### config.mk
export PLATFORM = sky130hd
export DESIGN_NAME = mfac_mul
export DESIGN_NICKNAME = d
export VERILOG_FILES = /design/src/design/mfac_pkg.sv /design/src/design/mfac_mul.sv
export SDC_FILE = /design/constraint.sdc
export NUM_CORES = 2
export LEC_CHECK = 0
export ABC_AREA = 1
export BUFFER_PORTS_ARGS = -buffer_cell sky130_fd_sc_hd__buf_4
export CAP_MARGIN = 20
export CORE_AREA = 2 2 304 306
export DETAILED_ROUTE_END_ITERATION = 16
export DIE_AREA = 0 0 306 308
export GPL_TIMING_DRIVEN = 0
export SYNTH_ARGS = -nofsm -noshare
export SYNTH_HDL_FRONTEND = slang
export SYNTH_SLANG_ARGS = --single-unit
export TNS_END_PERCENT = 100
### constraint.sdc
create_clock -name clk -period 18.95 [get_ports clk]
set_input_delay 2.8425 -clock clk [delete_from_list [all_inputs] [get_ports clk]]
set_output_delay 2.8425 -clock clk [all_outputs]
set_load 0.02 [all_outputs]
### src/design/mfac_pkg.sv
`default_nettype none
package mfac_pkg;

  // Q16.16 value width and saturation limits.
  localparam int unsigned QW = 32;
  localparam int unsigned CfgIdxW = 3;
  localparam logic signed [47:0] QMax = 48'sd2147483647;
  localparam logic signed [47:0] QMin = -48'sd2147483648;

  // Configuration register indexes.
  typedef enum logic [CfgIdxW-1:0] {
    REG_ETA      = 3'd0,
    REG_MU       = 3'd1,
    REG_RHO      = 3'd2,
    REG_LAMBDA   = 3'd3,
    REG_FLOOR    = 3'd4,
    REG_CEILING  = 3'd5,
    REG_G1_INIT  = 3'd6,
    REG_G2_INIT  = 3'd7
  } cfg_reg_t;

  // Reset values of the configuration registers.
  localparam logic [30:0] EtaReset     = 31'd65536;
  localparam logic [30:0] MuReset      = 31'd65536;
  localparam logic [30:0] RhoReset     = 31'd65536;
  localparam logic [30:0] LambdaReset  = 31'd196608;
  localparam logic [30:0] FloorReset   = 31'd1;
  localparam logic [30:0] CeilingReset = 31'd3276800;
  localparam logic signed [31:0] G1InitReset = 32'sd32768;
  localparam logic signed [31:0] G2InitReset = -32'sd13107;

  // Reset values of the loop state.
  localparam logic signed [31:0] MeasReset  = 32'sd32768;
  localparam logic signed [31:0] DriveReset = 32'sd65536;

  // Clamp a wide signed value to the 32-bit range.
  function automatic logic signed [31:0] sat48(input logic signed [47:0] x);
    logic signed [31:0] r;
    if (x > QMax) begin
      r = 32'sh7FFFFFFF;
    end else if (x < QMin) begin
      r = 32'sh80000000;
    end else begin
      r = x[31:0];
    end
    return r;
  endfunction

  // Magnitude of a 32-bit signed value.
  function automatic logic [32:0] mag33(input logic signed [31:0] x);
    logic signed [32:0] w;
    w = 33'(x);
    return x[31] ? 33'(-w) : 33'(w);
  endfunction

endpackage
`default_nettype wire

### src/design/mfac_mul.sv
`default_nettype none
module mfac_mul (
  input  wire logic              clk,
  input  wire logic signed [31:0] a,
  input  wire logic signed [31:0] b,
  output logic signed [31:0]     r
);

  logic signed [63:0] prod;

  // Full product registered; result is floored by 2^16 and clamped.
  always_ff @(posedge clk) begin
    prod <= a * b;
  end

  assign r = mfac_pkg::sat48(prod[63:16]);

endmodule
`default_nettype wire

## Word-level counts from Yosys, hierarchy flattened

Cells that the tools add are included.

- Multipliers: 1
- Multiplexer cells: 2
- Reductions and logical operators: 0
- Shift operators: 0
- Add/subtract/negate cells: 0
- Eq/ne operators: 0
- Divide/modulo/power cells: 0
- Order comparisons: 2
- Bitwise operators: 0

Operators with widths:

| cell | number |
|---|---|
| $mul 32x32->64 | 1 |
| $mux 32 | 2 |
| $gt 48x32->1 const B | 1 |
| $lt 48x32->1 const B | 1 |

- Memories: 0
- RAM bits: 0
- Output and inout bits: 32
- Bits in latches: 0
- Word-level logic and storage cells: 6
- Bits in read-only memories: 0
- Register bits: 64
- Bits of input ports: 65

## Depth between registers and ports, before layout

- Depth after elaboration: 3
- Mapped depth: 32
- Depth with buffers taken out: 31

## Worst setup path before layout

No wires, ideal clock.

- Kind: in2reg
- From: input port a[31]
- To: register prod[61]
- Data arrival time: 9397 ps
- Stages on the path: 27
- Data required time: 18838 ps
- Setup slack: 9440 ps
- Library setup time: 112 ps
- Cells stage by stage: clkbuf_1 > nand2_1 > inv_1 > fa_1 > inv_1 > fa_1 > inv_1 > fa_1 > fa_1 > inv_1 > fa_1 > inv_1 > fa_1 > inv_1 > fa_1 > inv_1 > fa_1 > ha_1 > nand2_1 > nor2_1 > inv_1 > nor2_1 > nand2_1 > nor3_1 > nand2_1 > nand3_1 > nand2_1

- Word-level cells in the longest chain between the ends: 1

RTL lines:

| element | RTL line | text |
|---|---|---|
| start: declaration | mfac_mul.sv:4 | `input wire logic signed [31:0] a,` |
| $mul 32x32->64 | mfac_mul.sv:13 | `prod <= a * b;` |
| end signal: assignment | mfac_mul.sv:13 |  |
| end: declaration | mfac_mul.sv:9 | `logic signed [63:0] prod;` |

Every way passes these cells.

## Worst setup path after layout

Ends and elaborated chain as after synthesis.

==> flow_results.xml <==
<?xml version="1.0" encoding="UTF-8"?>
<metrics>
  <group name="sta">
    <metric name="number_of_slew_limit_violations_in_the_final_report" unit="">0</metric>
    <metric name="timing.slew.headroom" unit="%">18.0</metric>
    <metric name="rsz0062_at_grt" unit="">no</metric>
    <metric name="fin_setup_tns" unit="ns">0</metric>
    <metric name="portion_of_the_clock_cycle_consumed_by_the_worst_path_in_the_final_layout" unit="%">59.6</metric>
    <metric name="max_slew.worst_pin.slew" unit="ns">1.23</metric>
    <metric name="timing.final.hold_violations" unit="">0</metric>
    <metric name="setup_violations" unit="">0</metric>
    <metric name="maxClockFrequency" unit="MHz">88.6</metric>
    <metric name="period_needed" unit="ns">11.29</metric>
  </group>
  <group name="hold_path">
    <metric name="hold_path_startpoint" unit="">a[0]</metric>
    <metric name="hold-path-cell-count" unit="">6</metric>
    <metric name="endpoint_of_the_worst_hold_path" unit="">prod[21]</metric>
    <metric name="hold_class" unit="">input pin to register</metric>
  </group>
  <group name="final_layout">
    <metric name="syn_to_final_growth" unit="%">6.09</metric>
    <metric name="layout-drive-gt1-share" unit="%">2.93</metric>
    <metric name="top_register_by_number_of_flip_flops" unit="">prod</metric>
    <metric name="fillCellCount" unit="">9208</metric>
    <metric name="reg.largest.list" unit="">prod (48)</metric>
    <metric name="finish.net_count" unit="">6516</metric>
    <metric name="largest_register_ff_count" unit="">48</metric>
    <metric name="final_util" unit="%">46.2</metric>
  </group>
  <group name="run_status">
    <metric name="run_status" unit="">finished clean</metric>
  </group>
  <group name="global_routing">
    <metric name="grt_antenna_before_repair" unit="">3</metric>
    <metric name="grt_remaining_overflow" unit="">0</metric>
    <metric name="grt_max_degree" unit="">17</metric>
    <metric name="grt_first_pass_wirelength" unit="microns">214000</metric>
    <metric name="grt_pass1_vias" unit="">33700</metric>
    <metric name="global_route.usage.total" unit="%">31.3</metric>
  </group>
  <group name="routing">
    <metric name="detail_route.drc_violations" unit="">0</metric>
    <metric name="drt_wl_total" unit="microns">142000</metric>
    <metric name="drt_first_pass_iters" unit="">8</metric>
    <metric name="num_vias" unit="">31900</metric>
    <metric name="drt_iter0_drc" unit="">2901</metric>
    <metric name="wl_per_cell" unit="microns">22.3</metric>
    <metric name="route.antenna.remaining_nets" unit="">0</metric>
    <metric name="drt-vias-per-instance" unit="">5.00</metric>
  </group>
  <group name="floorplanning">
    <metric name="starting_utilization_of_the_core_area" unit="%">43.6</metric>
    <metric name="dieHeight" unit="microns">308</metric>
    <metric name="ioPinCount" unit="">97</metric>
    <metric name="design.core.area" unit="sq mm">0.0910</metric>
    <metric name="dieWidth" unit="microns">306</metric>
    <metric name="total_die_area" unit="sq mm">0.0942</metric>
    <metric name="std_cell_rows" unit="">111</metric>
  </group>
  <group name="setup_path">
    <metric name="cp.required" unit="ns">19.13</metric>
    <metric name="worstPathMaxFanout" unit="">11</metric>
    <metric name="critPathKind" unit="">input pin to register</metric>
    <metric name="end_kind" unit="">register</metric>
    <metric name="worst-endpoint-arrival" unit="ns">11.47</metric>
    <metric name="start_kind" unit="">input pin</metric>
  </group>
  <group name="clocking">
    <metric name="cts_root_buffer" unit="">sky130_fd_sc_hd__clkbuf_16</metric>
    <metric name="cts_tree" unit="">yes</metric>
    <metric name="cts-htree-levels" unit="">2</metric>
    <metric name="post_cts_hold_buffers" unit="">0</metric>
    <metric name="cts_buffer_depth" unit="">2</metric>
    <metric name="post_cts_resized" unit="">0</metric>
    <metric name="cts_sink_count" unit="">48</metric>
    <metric name="cts.clk_slew.worst_paths" unit="ns">0.06</metric>
    <metric name="tritoncts.num_buffers" unit="">5</metric>
    <metric name="cts_setup_buffers" unit="">0</metric>
  </group>
  <group name="flow_run">
    <metric name="max-cap-violations" unit="">0</metric>
  </group>
  <group name="synth">
    <metric name="synth_cells" unit="">5085</metric>
    <metric name="post_synth_num_cell_types" unit="">33</metric>
    <metric name="seq_area_frac_synth" unit="%">2.42</metric>
    <metric name="synthesis.area" unit="sq mm">0.0396</metric>
    <metric name="synth_enable_flop_cells" unit="">0</metric>
    <metric name="syn-num-nets" unit="">6411</metric>
    <metric name="post_synth.cell_area_avg" unit="sq um">7.79</metric>
    <metric name="synth.ff_latch_count" unit="">48</metric>
    <metric name="synthFlopType" unit="">sky130_fd_sc_hd__dfxtp_1</metric>
    <metric name="postSynth.asyncResetShare" unit="%">0</metric>
    <metric name="yosys_warnings" unit="">0</metric>
  </group>
  <group name="placement">
    <metric name="gp_congestion" unit="">1.02</metric>
    <metric name="detailed_place_hpwl" unit="microns">126000</metric>
    <metric name="place.port_buffers" unit="">96</metric>
  </group>
</metrics>
==> metal layers <==
metal	track usage, %	up-vias	wire [microns]
li1	-	14100	-
met1	40.3	16000	54800
met2	51.4	1446	65500
met3	6.43	325	14000
met4	13.2	2	7830
met5	0	-	12
==> worst max-delay path: stages <==
cell and delay, ns:
sky130_fd_sc_hd__buf_4 0.11, sky130_fd_sc_hd__clkbuf_1 0.63, sky130_fd_sc_hd__nand2_1 0.21, sky130_fd_sc_hd__inv_1 0.18
sky130_fd_sc_hd__fa_1 0.46, sky130_fd_sc_hd__fa_1 0.49, sky130_fd_sc_hd__fa_1 1.12, sky130_fd_sc_hd__fa_1 0.80
sky130_fd_sc_hd__inv_1 0.49, sky130_fd_sc_hd__fa_1 0.70, sky130_fd_sc_hd__inv_1 0.08, sky130_fd_sc_hd__fa_1 0.49
sky130_fd_sc_hd__fa_1 0.60, sky130_fd_sc_hd__fa_1 0.46, sky130_fd_sc_hd__ha_1 0.41, sky130_fd_sc_hd__nand2_1 0.12
sky130_fd_sc_hd__nor2_1 0.28, sky130_fd_sc_hd__inv_1 0.11, sky130_fd_sc_hd__nor2_1 0.24, sky130_fd_sc_hd__nand2_1 0.14
sky130_fd_sc_hd__nor3_1 0.15, sky130_fd_sc_hd__nand2_1 0.13, sky130_fd_sc_hd__nand3_1 0.10, sky130_fd_sc_hd__nand2_1 0.05
==> cells in the mapped netlist (11+ instances only) <==
library cell                  n  area share (%)
sky130_fd_sc_hd__inv_1     1654              16
sky130_fd_sc_hd__nand2_1   1492              14
sky130_fd_sc_hd__fa_1      1081              55
sky130_fd_sc_hd__clkbuf_1   193             1.8
sky130_fd_sc_hd__ha_1       180             5.7
sky130_fd_sc_hd__nor2_1     145             1.4
sky130_fd_sc_hd__a21oi_1     74            0.93
sky130_fd_sc_hd__nand3_1     61            0.77
sky130_fd_sc_hd__dfxtp_1     48             2.4
sky130_fd_sc_hd__o21ai_0     35            0.44
sky130_fd_sc_hd__xor2_1      24            0.53
sky130_fd_sc_hd__nand4_1     13            0.21
sky130_fd_sc_hd__inv_2       11            0.10
==> per-stage QoR <==
| step | hold WS, ns | instance area, sq um | instances | setup slack, ns |
|---|---|---|---|---|
| detailed placement | 3.35 | 41900 | 6368 | 7.30 |
| floorplan | 3.28 | 39600 | 5085 | 9.44 |
| global placement | 3.35 | 41800 | 6367 | 7.24 |
| CTS | 3.29 | 42000 | 6376 | 7.58 |
| finish | 3.28 | 42000 | 6378 | 7.66 |
| global route | 3.36 | 42000 | 6377 | 7.27 |
==> worst max path at each step <==
| stage | from | end | slack, ns | cells after the start |
|---|---|---|---|---|
| final | a[31] | prod[61] | 7.66 | 24 |
| after global routing | a[31] | prod[61] | 7.27 | 26 |
| after detailed placement | a[31] | prod[61] | 7.30 | 24 |
| after floorplan | a[31] | prod[61] | 9.44 | 27 |
| after CTS | a[31] | prod[61] | 7.58 | 24 |
| after global placement | a[31] | prod[61] | 7.24 | 24 |
==> cells in the final DEF (no fill, tap or decap), types with 2 or more instances in the layout <==
master                      Yosys  routed
sky130_fd_sc_hd__o21ai_1        4       4
sky130_fd_sc_hd__nand2_1     1492    1492
sky130_fd_sc_hd__a21oi_1       74      74
sky130_fd_sc_hd__clkbuf_16      0       5
sky130_fd_sc_hd__nand3b_1       3       3
sky130_fd_sc_hd__clkinv_1       2       2
sky130_fd_sc_hd__dfxtp_1       48      48
sky130_fd_sc_hd__or2_2          8       8
sky130_fd_sc_hd__buf_4          0      96
sky130_fd_sc_hd__nor2_1       145     145
sky130_fd_sc_hd__clkbuf_1     193     193
sky130_fd_sc_hd__buf_2          6       6
sky130_fd_sc_hd__nor3_2         4       4
sky130_fd_sc_hd__nor3_1         6       6
sky130_fd_sc_hd__fa_1        1081    1081
sky130_fd_sc_hd__nand3_1       61      61
sky130_fd_sc_hd__nand4_1       13      13
sky130_fd_sc_hd__nor4_1         9       9
sky130_fd_sc_hd__o21ai_0       35      35
sky130_fd_sc_hd__nand2_2        6       6
sky130_fd_sc_hd__o21bai_1      10      10
sky130_fd_sc_hd__inv_2         11      11
sky130_fd_sc_hd__inv_1       1654    1654
sky130_fd_sc_hd__ha_1         180     180
sky130_fd_sc_hd__nor2_2         7       7
sky130_fd_sc_hd__xor2_1        24      24
==> cells by family after synthesis <==
group / Yosys count / synth area share, %
compound gates: 127 / 1.71
xor+xnor: 25 / 0.553
fa+ha+maj: 1261 / 60.3
buf+inv: 1866 / 17.7
flops: 48 / 2.42
simple gates: 1758 / 17.3
==> layout make-up <==
| cell class | instances | area, sq um | area share [%] |
|---|---|---|---|
| Tap cell | 1186 | 1480 | 3.53 |
| Multi-Input combinational cell | 3171 | 31700 | 75.3 |
| Antenna cell | 1 | 2.50 | 0.00595 |
| Inverter | 1667 | 6260 | 14.9 |
| Clock inverter | 3 | 42.5 | 0.101 |
| Sequential cell | 48 | 961 | 2.29 |
| Clock buffer | 5 | 125 | 0.298 |
| Timing Repair Buffer | 98 | 759 | 1.81 |
| Buffer | 199 | 754 | 1.79 |
Power is not shown: default switching activity piles up to over one toggle a cycle in this logic, so the estimate is an artifact.
