===== src/design/mfac_pkg.sv =====
`default_nettype none
package mfac_pkg;

  // Q16.16 value width and saturation limits.
  localparam int unsigned QW = 32;
  localparam int unsigned CfgIdxW = 3;
  localparam logic signed [47:0] QMax = 48'sd2147483647;
  localparam logic signed [47:0] QMin = -48'sd2147483648;

  // Configuration register indexes.
  typedef enum logic [CfgIdxW-1:0] {
    REG_ETA      = 3'd0,
    REG_MU       = 3'd1,
    REG_RHO      = 3'd2,
    REG_LAMBDA   = 3'd3,
    REG_FLOOR    = 3'd4,
    REG_CEILING  = 3'd5,
    REG_G1_INIT  = 3'd6,
    REG_G2_INIT  = 3'd7
  } cfg_reg_t;

  // Reset values of the configuration registers.
  localparam logic [30:0] EtaReset     = 31'd65536;
  localparam logic [30:0] MuReset      = 31'd65536;
  localparam logic [30:0] RhoReset     = 31'd65536;
  localparam logic [30:0] LambdaReset  = 31'd196608;
  localparam logic [30:0] FloorReset   = 31'd1;
  localparam logic [30:0] CeilingReset = 31'd3276800;
  localparam logic signed [31:0] G1InitReset = 32'sd32768;
  localparam logic signed [31:0] G2InitReset = -32'sd13107;

  // Reset values of the loop state.
  localparam logic signed [31:0] MeasReset  = 32'sd32768;
  localparam logic signed [31:0] DriveReset = 32'sd65536;

  // Clamp a wide signed value to the 32-bit range.
  function automatic logic signed [31:0] sat48(input logic signed [47:0] x);
    logic signed [31:0] r;
    if (x > QMax) begin
      r = 32'sh7FFFFFFF;
    end else if (x < QMin) begin
      r = 32'sh80000000;
    end else begin
      r = x[31:0];
    end
    return r;
  endfunction

  // Magnitude of a 32-bit signed value.
  function automatic logic [32:0] mag33(input logic signed [31:0] x);
    logic signed [32:0] w;
    w = 33'(x);
    return x[31] ? 33'(-w) : 33'(w);
  endfunction

endpackage
`default_nettype wire


===== src/design/mfac_div.sv =====
`default_nettype none
module mfac_div (
  input  wire logic              clk,
  input  wire logic              rst,
  input  wire logic              start,
  input  wire logic signed [31:0] num,
  input  wire logic signed [31:0] den,
  output logic                   done,
  output logic signed [31:0]     quo
);

  logic        busy;
  logic        neg;
  logic [5:0]  cnt;
  logic [47:0] dvd;
  logic [31:0] rem;
  logic [30:0] dsr;
  logic [32:0] rem_sh;
  logic [32:0] diff;
  logic [32:0] num_mag;

  // One restoring step per cycle; the dividend register collects quotient bits.
  assign rem_sh  = {rem, dvd[47]};
  assign diff    = rem_sh - {2'b00, dsr};
  assign num_mag = mfac_pkg::mag33(num);

  always_ff @(posedge clk) begin
    if (rst) begin
      busy <= 1'b0;
      done <= 1'b0;
    end else begin
      done <= 1'b0;
      if (start) begin
        busy <= 1'b1;
      end else if (busy && cnt == 6'd0) begin
        busy <= 1'b0;
        done <= 1'b1;
      end
    end
  end

  always_ff @(posedge clk) begin
    if (start) begin
      neg <= num[31];
      dvd <= {num_mag[31:0], 16'h0000};
      rem <= '0;
      cnt <= 6'd47;
      dsr <= (den < 32'sd1) ? 31'd1 : den[30:0];
    end else if (busy) begin
      cnt <= cnt - 6'd1;
      if (!diff[32]) begin
        rem <= diff[31:0];
        dvd <= {dvd[46:0], 1'b1};
      end else begin
        rem <= rem_sh[31:0];
        dvd <= {dvd[46:0], 1'b0};
      end
    end
  end

  // Apply the sign and clamp the truncated quotient.
  always_comb begin
    if (neg) begin
      if (dvd > 48'h000080000000) begin
        quo = 32'sh80000000;
      end else begin
        quo = -$signed(dvd[31:0]);
      end
    end else begin
      if (dvd > 48'h00007FFFFFFF) begin
        quo = 32'sh7FFFFFFF;
      end else begin
        quo = $signed(dvd[31:0]);
      end
    end
  end

endmodule
`default_nettype wire


===== config.mk =====
export PLATFORM = sky130hd
export DESIGN_NAME = mfac_div
export DESIGN_NICKNAME = d
export VERILOG_FILES = /design/src/design/mfac_pkg.sv /design/src/design/mfac_div.sv
export SDC_FILE = /design/constraint.sdc
export NUM_CORES = 1
export LEC_CHECK = 0
export ABC_CLOCK_PERIOD_IN_PS = 4370
export BUFFER_PORTS_ARGS = -buffer_cell sky130_fd_sc_hd__buf_2
export CAP_MARGIN = 20
export CORE_AREA = 3 3 124 126
export CTS_BUF_LIST = sky130_fd_sc_hd__clkbuf_8
export CTS_CLUSTER_SIZE = 40
export DETAILED_ROUTE_END_ITERATION = 6
export DIE_AREA = 0 0 127 129
export HOLD_SLACK_MARGIN = 0.02
export PLACE_DENSITY = 0.78
export SETUP_SLACK_MARGIN = 0.1
export SKIP_CTS_REPAIR_TIMING = 1
export SYNTH_ARGS = -nofsm -noshare
export SYNTH_HDL_FRONTEND = slang
export SYNTH_SLANG_ARGS = --single-unit

===== constraint.sdc =====
create_clock -name clk -period 4.37 [get_ports clk]
set_clock_uncertainty 0.15 [all_clocks]
set_input_delay 0.874 -clock clk [delete_from_list [all_inputs] [get_ports clk]]
set_output_delay 0.874 -clock clk [all_outputs]
set_load 0.01 [all_outputs]

=== Yosys cells after proc, flatten, opt, wreduce, memory -nomap -nowiden ===
Cells that the tools add are included.

* Flip-flop bits (word level): 120
* Output and inout port bits: 33
* Logic and storage cells: 31

* $add $sub $neg: 4
* Magnitude comparators: 3
* Mux-type cells: 11
* Reductions and logical operators: 5

{| class="wikitable"
|+ Operator list
! cell !! count
|-
| $mux 32 || 5
|-
| $mux 48 || 2
|-
| $neg 32->32 || 2
|-
| $gt 48x31->1 const B || 1
|-
| $gt 48x32->1 const B || 1
|-
| $sub 33x31->33 || 1
|-
| $lt 32x2->1 const B || 1
|-
| $logic_not 6->1 || 1
|-
| $sub 6x1->6 const B || 1
|-
| $mux 1 || 4
|-
| $reduce_bool 2->1 || 2
|-
| $reduce_or 2->1 || 1
|-
| $logic_and 1x1->1 || 1
|}

=== Longest topological paths before layout ===
Gate-level depths: netlist of the first run.

* Word-level depth: 4
* Gate-level depth with buffers: 14
* Depth with buffers taken out: 12

=== Least setup slack after synthesis of the first run ===
No wires, ideal clock.

* Path kind: reg-to-output
* Start: register dvd[0]
* End: output port quo[18]
* Arrival: 3003 ps
* Data required time: 3346 ps
* Setup slack: 343 ps
* Stages on the path, launching flop included: 13
* Path through: dfxtp_1 inv_1 ha_1 or3b_4 or3_4 nor4b_2 nand3_1 nand3b_1 a21o_1 or2_0 buf_2 buf_2 o311ai_1

* Cells in the longest elaborated chain, start to end: 3
* Elaborated cells on any way between the ends: 6
* Classes of those cells: add/sub (1); order compare (2); mux (3)

{| class="wikitable"
|+ Ends and longest elaborated chain
! item !! RTL line !! source
|-
| start, declared || mfac_div.sv:15 || <nowiki>logic [47:0] dvd;</nowiki>
|-
| start signal, assigned || mfac_div.sv:45 || <nowiki>dvd <= {num_mag[31:0], 16'h0000};</nowiki>
|-
| start signal, assigned || mfac_div.sv:53 || <nowiki>dvd <= {dvd[46:0], 1'b1};</nowiki>
|-
| start signal, assigned || mfac_div.sv:56 || <nowiki>dvd <= {dvd[46:0], 1'b0};</nowiki>
|-
| $gt 48x31->1 (tied with other cells) || mfac_div.sv:70 || <nowiki>if (dvd > 48'h00007FFFFFFF) begin</nowiki>
|-
| $mux 32 (on tied branches) || mfac_div.sv:70, mfac_div.sv:64 ||
|-
| $mux 32 * || mfac_div.sv:63 || <nowiki>if (neg) begin</nowiki>
|-
| end, declared || mfac_div.sv:9 || <nowiki>output logic signed [31:0] quo</nowiki>
|}

Every way passes the cells marked *; elsewhere a longest branch is shown, timed or not.

=== Final worst setup path of the first run ===
* Start: register dvd[0]
* End: output port quo[16]

The elaborated chain is that of the path after synthesis.

==> run metrics, run 1 <==
GPL Wtd Cong=0.916; Distinct cells, synth=64; syn nets=1029; Synth Flop Type=edfxtp_1; Syn Inst Count=927; unrepaired setup endpoints after global routing=true; 1st-pass router iterations=5; Tmin final=4.63 ns; Critical Path Source Type=flip-flop; Fmax=216 MHz; LEAKAGE=0.00397 uW; Total GRT Usage=0.231; H-Tree Depth=4; I/O Pins=100; share of cells above drive strength 1=0.215; IO Port Bufs=99; maxcap violations=0; worst endpoint required time=3.35 ns; Mean Syn Cell Area=8.89 sq um; Inserted Clock Buffers=17; GRT overflow=0; Fin. Hold Viols=0; Tot Pwr=3370 uW; TritonCTS clock tree=yes; number of synthesis warnings=0; Area Growth Syn to Fin=19.9%; sequential-to-total area share from yosys stat=0.369; share of flip-flops with an asynchronous set or reset=0; slew of the pin with the lowest slew margin=0.685 ns; crit path max fanout=4; core area=14400 sq um; Max clock buf depth=2; Synth top area share=0.233; DRC errors left=0; die area=16400 sq um; status=finished, violations left; Post-synth EDFFs=64; Hold Crit Start=cnt[0]; Synth Area in Compound Gates=0.205; Post-Synth Simple-Gate Area=0.198; finished layout cell area=9880 sq um; Vias/cell=6.02; Detailed Place HPWL=13.5 mm; vias after detailed routing=7372; reg2reg start=dvd[47]; vias in the first global route=6600; Reg2Reg Depth=12; chip width=127 um; Hold Crit Depth=2; Sink Count=120; drt first-iter violations=590; Final Setup Violations=26; Final nets=1128; xor-xnor portion of the synthesized cell area=0.0638; Int Power=2370 uW; post-synth top area cell=edfxtp_1; wire per inst=16.2 um; Final ANT Viol Nets=0; Die Y=129 um; Clock Latency Late Sink=0.44 ns; min-delay worst type=flip-flop to flip-flop; final wirelength=19.9 mm; R2R setup slack=0.57 ns; Setup crit end kind=output port; mux contribution to synthesized area=0.0562; initial antenna violation count=0; Sw Pwr=1000 uW; dpl ws=0.0432 ns; period utilization=1.06; Rows=44; DP Area=8940 sq um; first-pass GRT wire length=31.2 mm; WS Path Type=flip-flop to output port; root buf cell=clkbuf_8; failing checks=negative setup slack; Net Sw Frac=0.297; Worst EP arrival=3.61 ns; main combinational cell family by area after synthesis=compound AO/OA/AOI/OAI gates; Hold Path End=cnt[0]; Adder-Cell Fraction of Synth Area=0.0540; synth top area cells=edfxtp_1 23%, dfxtp_1 14%, mux2i_1 5.3%; pwr dens=341 nW/um^2; final core occ=0.685; combinational cell fraction of total power=0.251; Seq pwr share=0.405; Slew Limit Headroom=0.542; R2R Path End=rem[31]; clock transition at the registers of the reported paths=0.07 ns; Initial Util=0.571; Total Neg Setup Slack=-3.76 ns; Syn Std Cell Area=8240 sq um; VDD IR-drop max=0.000254 V; final max-slew violation count=0; clock power share=0.344; number of synthesized register bits=120; largest net degree at the start of global routing=65; PnR worst setup slack=-0.259 ns
## sequential cells by signal, indices dropped and copies added (netlist names)
| signal | count |
|---|---|
| rem | 32 |
| dsr | 31 |
| neg | 1 |
| dvd | 48 |
| busy | 1 |
| cnt | 6 |
| done | 1 |
## worst max-delay path by stage
stage          startpoint       to  cells past startpoint
5_1_grt            dvd[0]  quo[31]                     14
4_1_cts            dvd[0]   quo[5]                     12
3_3_place_gp       dvd[0]   quo[2]                     12
2_1_floorplan      dvd[0]  quo[18]                     12
3_5_place_dp       dvd[0]   quo[5]                     12
6_report           dvd[0]  quo[16]                     12
## worst max-delay path, stage by stage (launching register included)
cell      delay, ns
dfxtp_2        0.33
inv_2          0.06
ha_4           0.14
or3b_4         0.40
or3_4          0.35
or3_4          0.33
or3_4          0.35
or3_4          0.34
or3_4          0.37
nor4_4         0.13
o21ai_1        0.08
o311ai_1       0.10
buf_2          0.18
## power by group through the flow
stage	clock network (uW)	registers (uW)	logic (uW)
6_report	1160	1360	847
5_1_grt	1230	1370	936
4_1_cts	1180	1360	785
3_5_place_dp	0	1390	778
3_3_place_gp	0	1390	765
2_1_floorplan	0	1350	591
## synth_stat cells (all sizes together), types with 13 or more instances
cell type / n
nor2: 79
a22o: 30
ha: 34
a21oi: 40
nand2: 75
mux2i: 44
xor2: 16
o21ai: 52
nor3: 21
or3: 17
nand3: 13
inv: 64
xnor2: 44
edfxtp: 64
and2: 31
o311ai: 25
nand2b: 14
a211oi: 29
nor4: 23
clkbuf: 38
dfxtp: 56
## final cells by class
type,instances,area (sq um)
multi-input cells,693,5100
clock buffers,19,262
well taps,184,230
fillers,1106,4540
clock inverters,13,201
repair buffers,130,796
inverters,64,240
flip-flops and latches,120,3050
diodes,1,2.50
## cell usage in the layout (no fill, tap or decap), types with 19 or more instances in the layout
| cell | n |
|---|---|
| a211oi_1 | 28 |
| edfxtp_1 | 64 |
| nor2_1 | 78 |
| inv_1 | 63 |
| clkbuf_8 | 19 |
| a22o_1 | 30 |
| nor4_1 | 21 |
| ha_1 | 33 |
| and2_1 | 31 |
| nand2_1 | 74 |
| buf_4 | 25 |
| o21ai_0 | 44 |
| xnor2_1 | 44 |
| a21oi_1 | 39 |
| mux2i_1 | 44 |
| buf_2 | 98 |
| dfxtp_1 | 53 |
## metrics by stage
| step | hold WS (ns) | instances |
|---|---|---|
| 5_1_grt | 0.353 | 1223 |
| 3_5_place_dp | 0.312 | 1181 |
| 6_report | 0.328 | 1224 |
| 4_1_cts | 0.330 | 1213 |
| 2_1_floorplan | 0.292 | 927 |
| 3_3_place_gp | 0.308 | 1181 |
## logic make-up (layout without fill, tap and decap cells)
logic type / count (synthesis) / after routing
compound gates: 237 / 237
xor+xnor: 60 / 60
fa+ha+maj: 35 / 35
buf+inv: 114 / 226
flops: 120 / 120
mux: 46 / 46
other cells: 0 / 1
simple gates: 315 / 315
## per-layer routing
metal | global-route usage | wire length [um] | part of all wire
met2 | 0.390 | 9670 | 0.49
met5 | 0 | 0 | 0
met4 | 0.0606 | 302 | 0.015
met1 | 0.307 | 8610 | 0.43
met3 | 0.0457 | 1280 | 0.064
No activity file was read; power rests on OpenSTA's default activity.
==> inputs of run 2 (changes only) <==
--- a/config.mk
+++ b/config.mk
@@ -5,12 +5,11 @@
 export SDC_FILE = /design/constraint.sdc
 export NUM_CORES = 1
 export LEC_CHECK = 0
-export ABC_CLOCK_PERIOD_IN_PS = 4370
+export ABC_CLOCK_PERIOD_IN_PS = 5740
 export BUFFER_PORTS_ARGS = -buffer_cell sky130_fd_sc_hd__buf_2
 export CAP_MARGIN = 20
 export CORE_AREA = 3 3 124 126
 export CTS_BUF_LIST = sky130_fd_sc_hd__clkbuf_8
-export CTS_CLUSTER_SIZE = 40
 export DETAILED_ROUTE_END_ITERATION = 6
 export DIE_AREA = 0 0 127 129
 export HOLD_SLACK_MARGIN = 0.02
@@ -20,3 +19,4 @@
 export SYNTH_ARGS = -nofsm -noshare
 export SYNTH_HDL_FRONTEND = slang
 export SYNTH_SLANG_ARGS = --single-unit
+export TNS_END_PERCENT = 50
==> constraint.sdc (replaced) <==
create_clock -name clk -period 5.74 [get_ports clk]
set_clock_uncertainty 0.15 [all_clocks]
set_input_delay 1.148 -clock clk [delete_from_list [all_inputs] [get_ports clk]]
set_output_delay 1.148 -clock clk [all_outputs]
set_load 0.01 [all_outputs]
==> run metrics, run 2 (synthesis results as in run 1) <==
Vias/cell=5.93; maxcap violations=0; GPL Wtd Cong=0.853; vias in the first global route=6559; min-delay worst type=flip-flop to flip-flop; dpl ws=1.10 ns; period utilization=0.891; IO Port Bufs=99; Regs by FF count=dvd x48, rem x32, dsr x31; crit path max fanout=26; Sink Count=120; Final nets=1106; Critical Path Source Type=flip-flop; commonest non-fill, non-tap cell in the layout=buf_2; final wirelength=18.5 mm; WS Path Type=flip-flop to output port; number of flip-flops under the largest register name=48; Final ANT Viol Nets=0; final max-slew violation count=0; share of cells above drive strength 1=0.158; die area=16400 sq um; Worst EP arrival=3.81 ns; Slew Limit Headroom=0.339; status=finished clean; Tmin final=5.11 ns; initial antenna violation count=0; Final Setup Violations=0; Area Growth Syn to Fin=11.9%; largest reg by FF count=dvd; TritonCTS clock tree=yes; LEAKAGE=0.00373 uW; Inserted Clock Buffers=17; Die Y=129 um; VDD IR-drop max=0.000168 V; Rows=44; vias after detailed routing=7120; unrepaired setup endpoints after global routing=false; root buf cell=clkbuf_8; commonest non-fill, non-tap cells in the layout=98 x buf_2, 78 x nor2_1, 75 x nand2_1; drt first-iter violations=448; Setup crit end kind=output port; GRT overflow=0; largest net degree at the start of global routing=66; worst endpoint required time=4.44 ns; Fin. Hold Viols=0; Max clock buf depth=2; DRC errors left=0; core area=14400 sq um; Total Neg Setup Slack=0 ns; clock transition at the registers of the reported paths=0.07 ns; Fmax=196 MHz; first-pass GRT wire length=31.2 mm; Clock Latency Late Sink=0.43 ns; 1st-pass router iterations=5; PnR worst setup slack=0.628 ns; I/O Pins=100; slew of the pin with the lowest slew margin=0.989 ns; chip width=127 um; H-Tree Depth=4; pwr dens=255 nW/um^2; antenna diode count=0; Initial Util=0.571; Total GRT Usage=0.231; Detailed Place HPWL=13.4 mm; wire per inst=15.4 um
[run 2: cell types whose count changed in the layout (fill, tap and decap cells not counted), moves of 5 or more]
cell | previous run | this run
buf_4 | 25 | 10
or3_4 | 9 | 4
o21ai_0 | 44 | 50
o311ai_4 | 11 | 0
o311ai_1 | 3 | 14
or3_1 | 8 | 13
[run 2: final timing paths]
check / from / to / slack [ns] / depth (start not counted)
worst max-delay path: dvd[0] / quo[26] / 0.63 / 13
worst min-delay path: cnt[5] / done / 0.33 / 1
worst max register to register: dvd[47] / rem[8] / 1.73 / 13
worst min register to register: cnt[5] / done / 0.33 / 1
[run 2: worst max-delay path, stage by stage, from the launching register on]
cell      delay [ns]
dfxtp_1         0.35
inv_1           0.07
ha_1            0.18
or3b_4          0.40
or3_4           0.36
nor4b_2         0.38
nand3_1         0.16
nand3b_1        0.21
a21o_1          0.20
or2_0           0.19
buf_4           0.23
or3b_1          0.38
nand3_1         0.10
buf_2           0.16
[run 2: power breakdown]
group | switching (uW) | internal, uW | leakage [uW]
sequential | 62.7 | 979 | 0.00110
clock | 328 | 397 | 0.000198
combinational | 326 | 259 | 0.00243
total | 717 | 1640 | 0.00373
[run 2: final cells by class]
type	instances	area (sq um)
Clock buffer	19	262
Clock inverter	13	113
Fill cell	1253	5200
Inverter	64	240
Multi-Input combinational cell	693	4770
Sequential cell	120	3040
Tap cell	184	230
Timing Repair Buffer	108	566
[run 2: stage by stage]
stage	hold slack [ns]	area (sq um)	utilization	total power (uW)	cells
floorplan	0.292	8240	-	1480	927
detailed placement	0.315	8850	0.614	1640	1169
finish	0.326	9230	0.640	2350	1201
global route	0.353	9230	0.640	2490	1201
global placement	0.310	8850	0.614	1630	1169
CTS	0.329	9230	0.640	2370	1201
[run 2: per-layer routing]
metal / routed length [um] / share of wire / global-route usage
met5: 0 / 0 / 0
met1: 8600 / 0.46 / 0.311
met3: 1070 / 0.058 / 0.0544
met2: 8610 / 0.47 / 0.377
met4: 218 / 0.012 / 0.0587
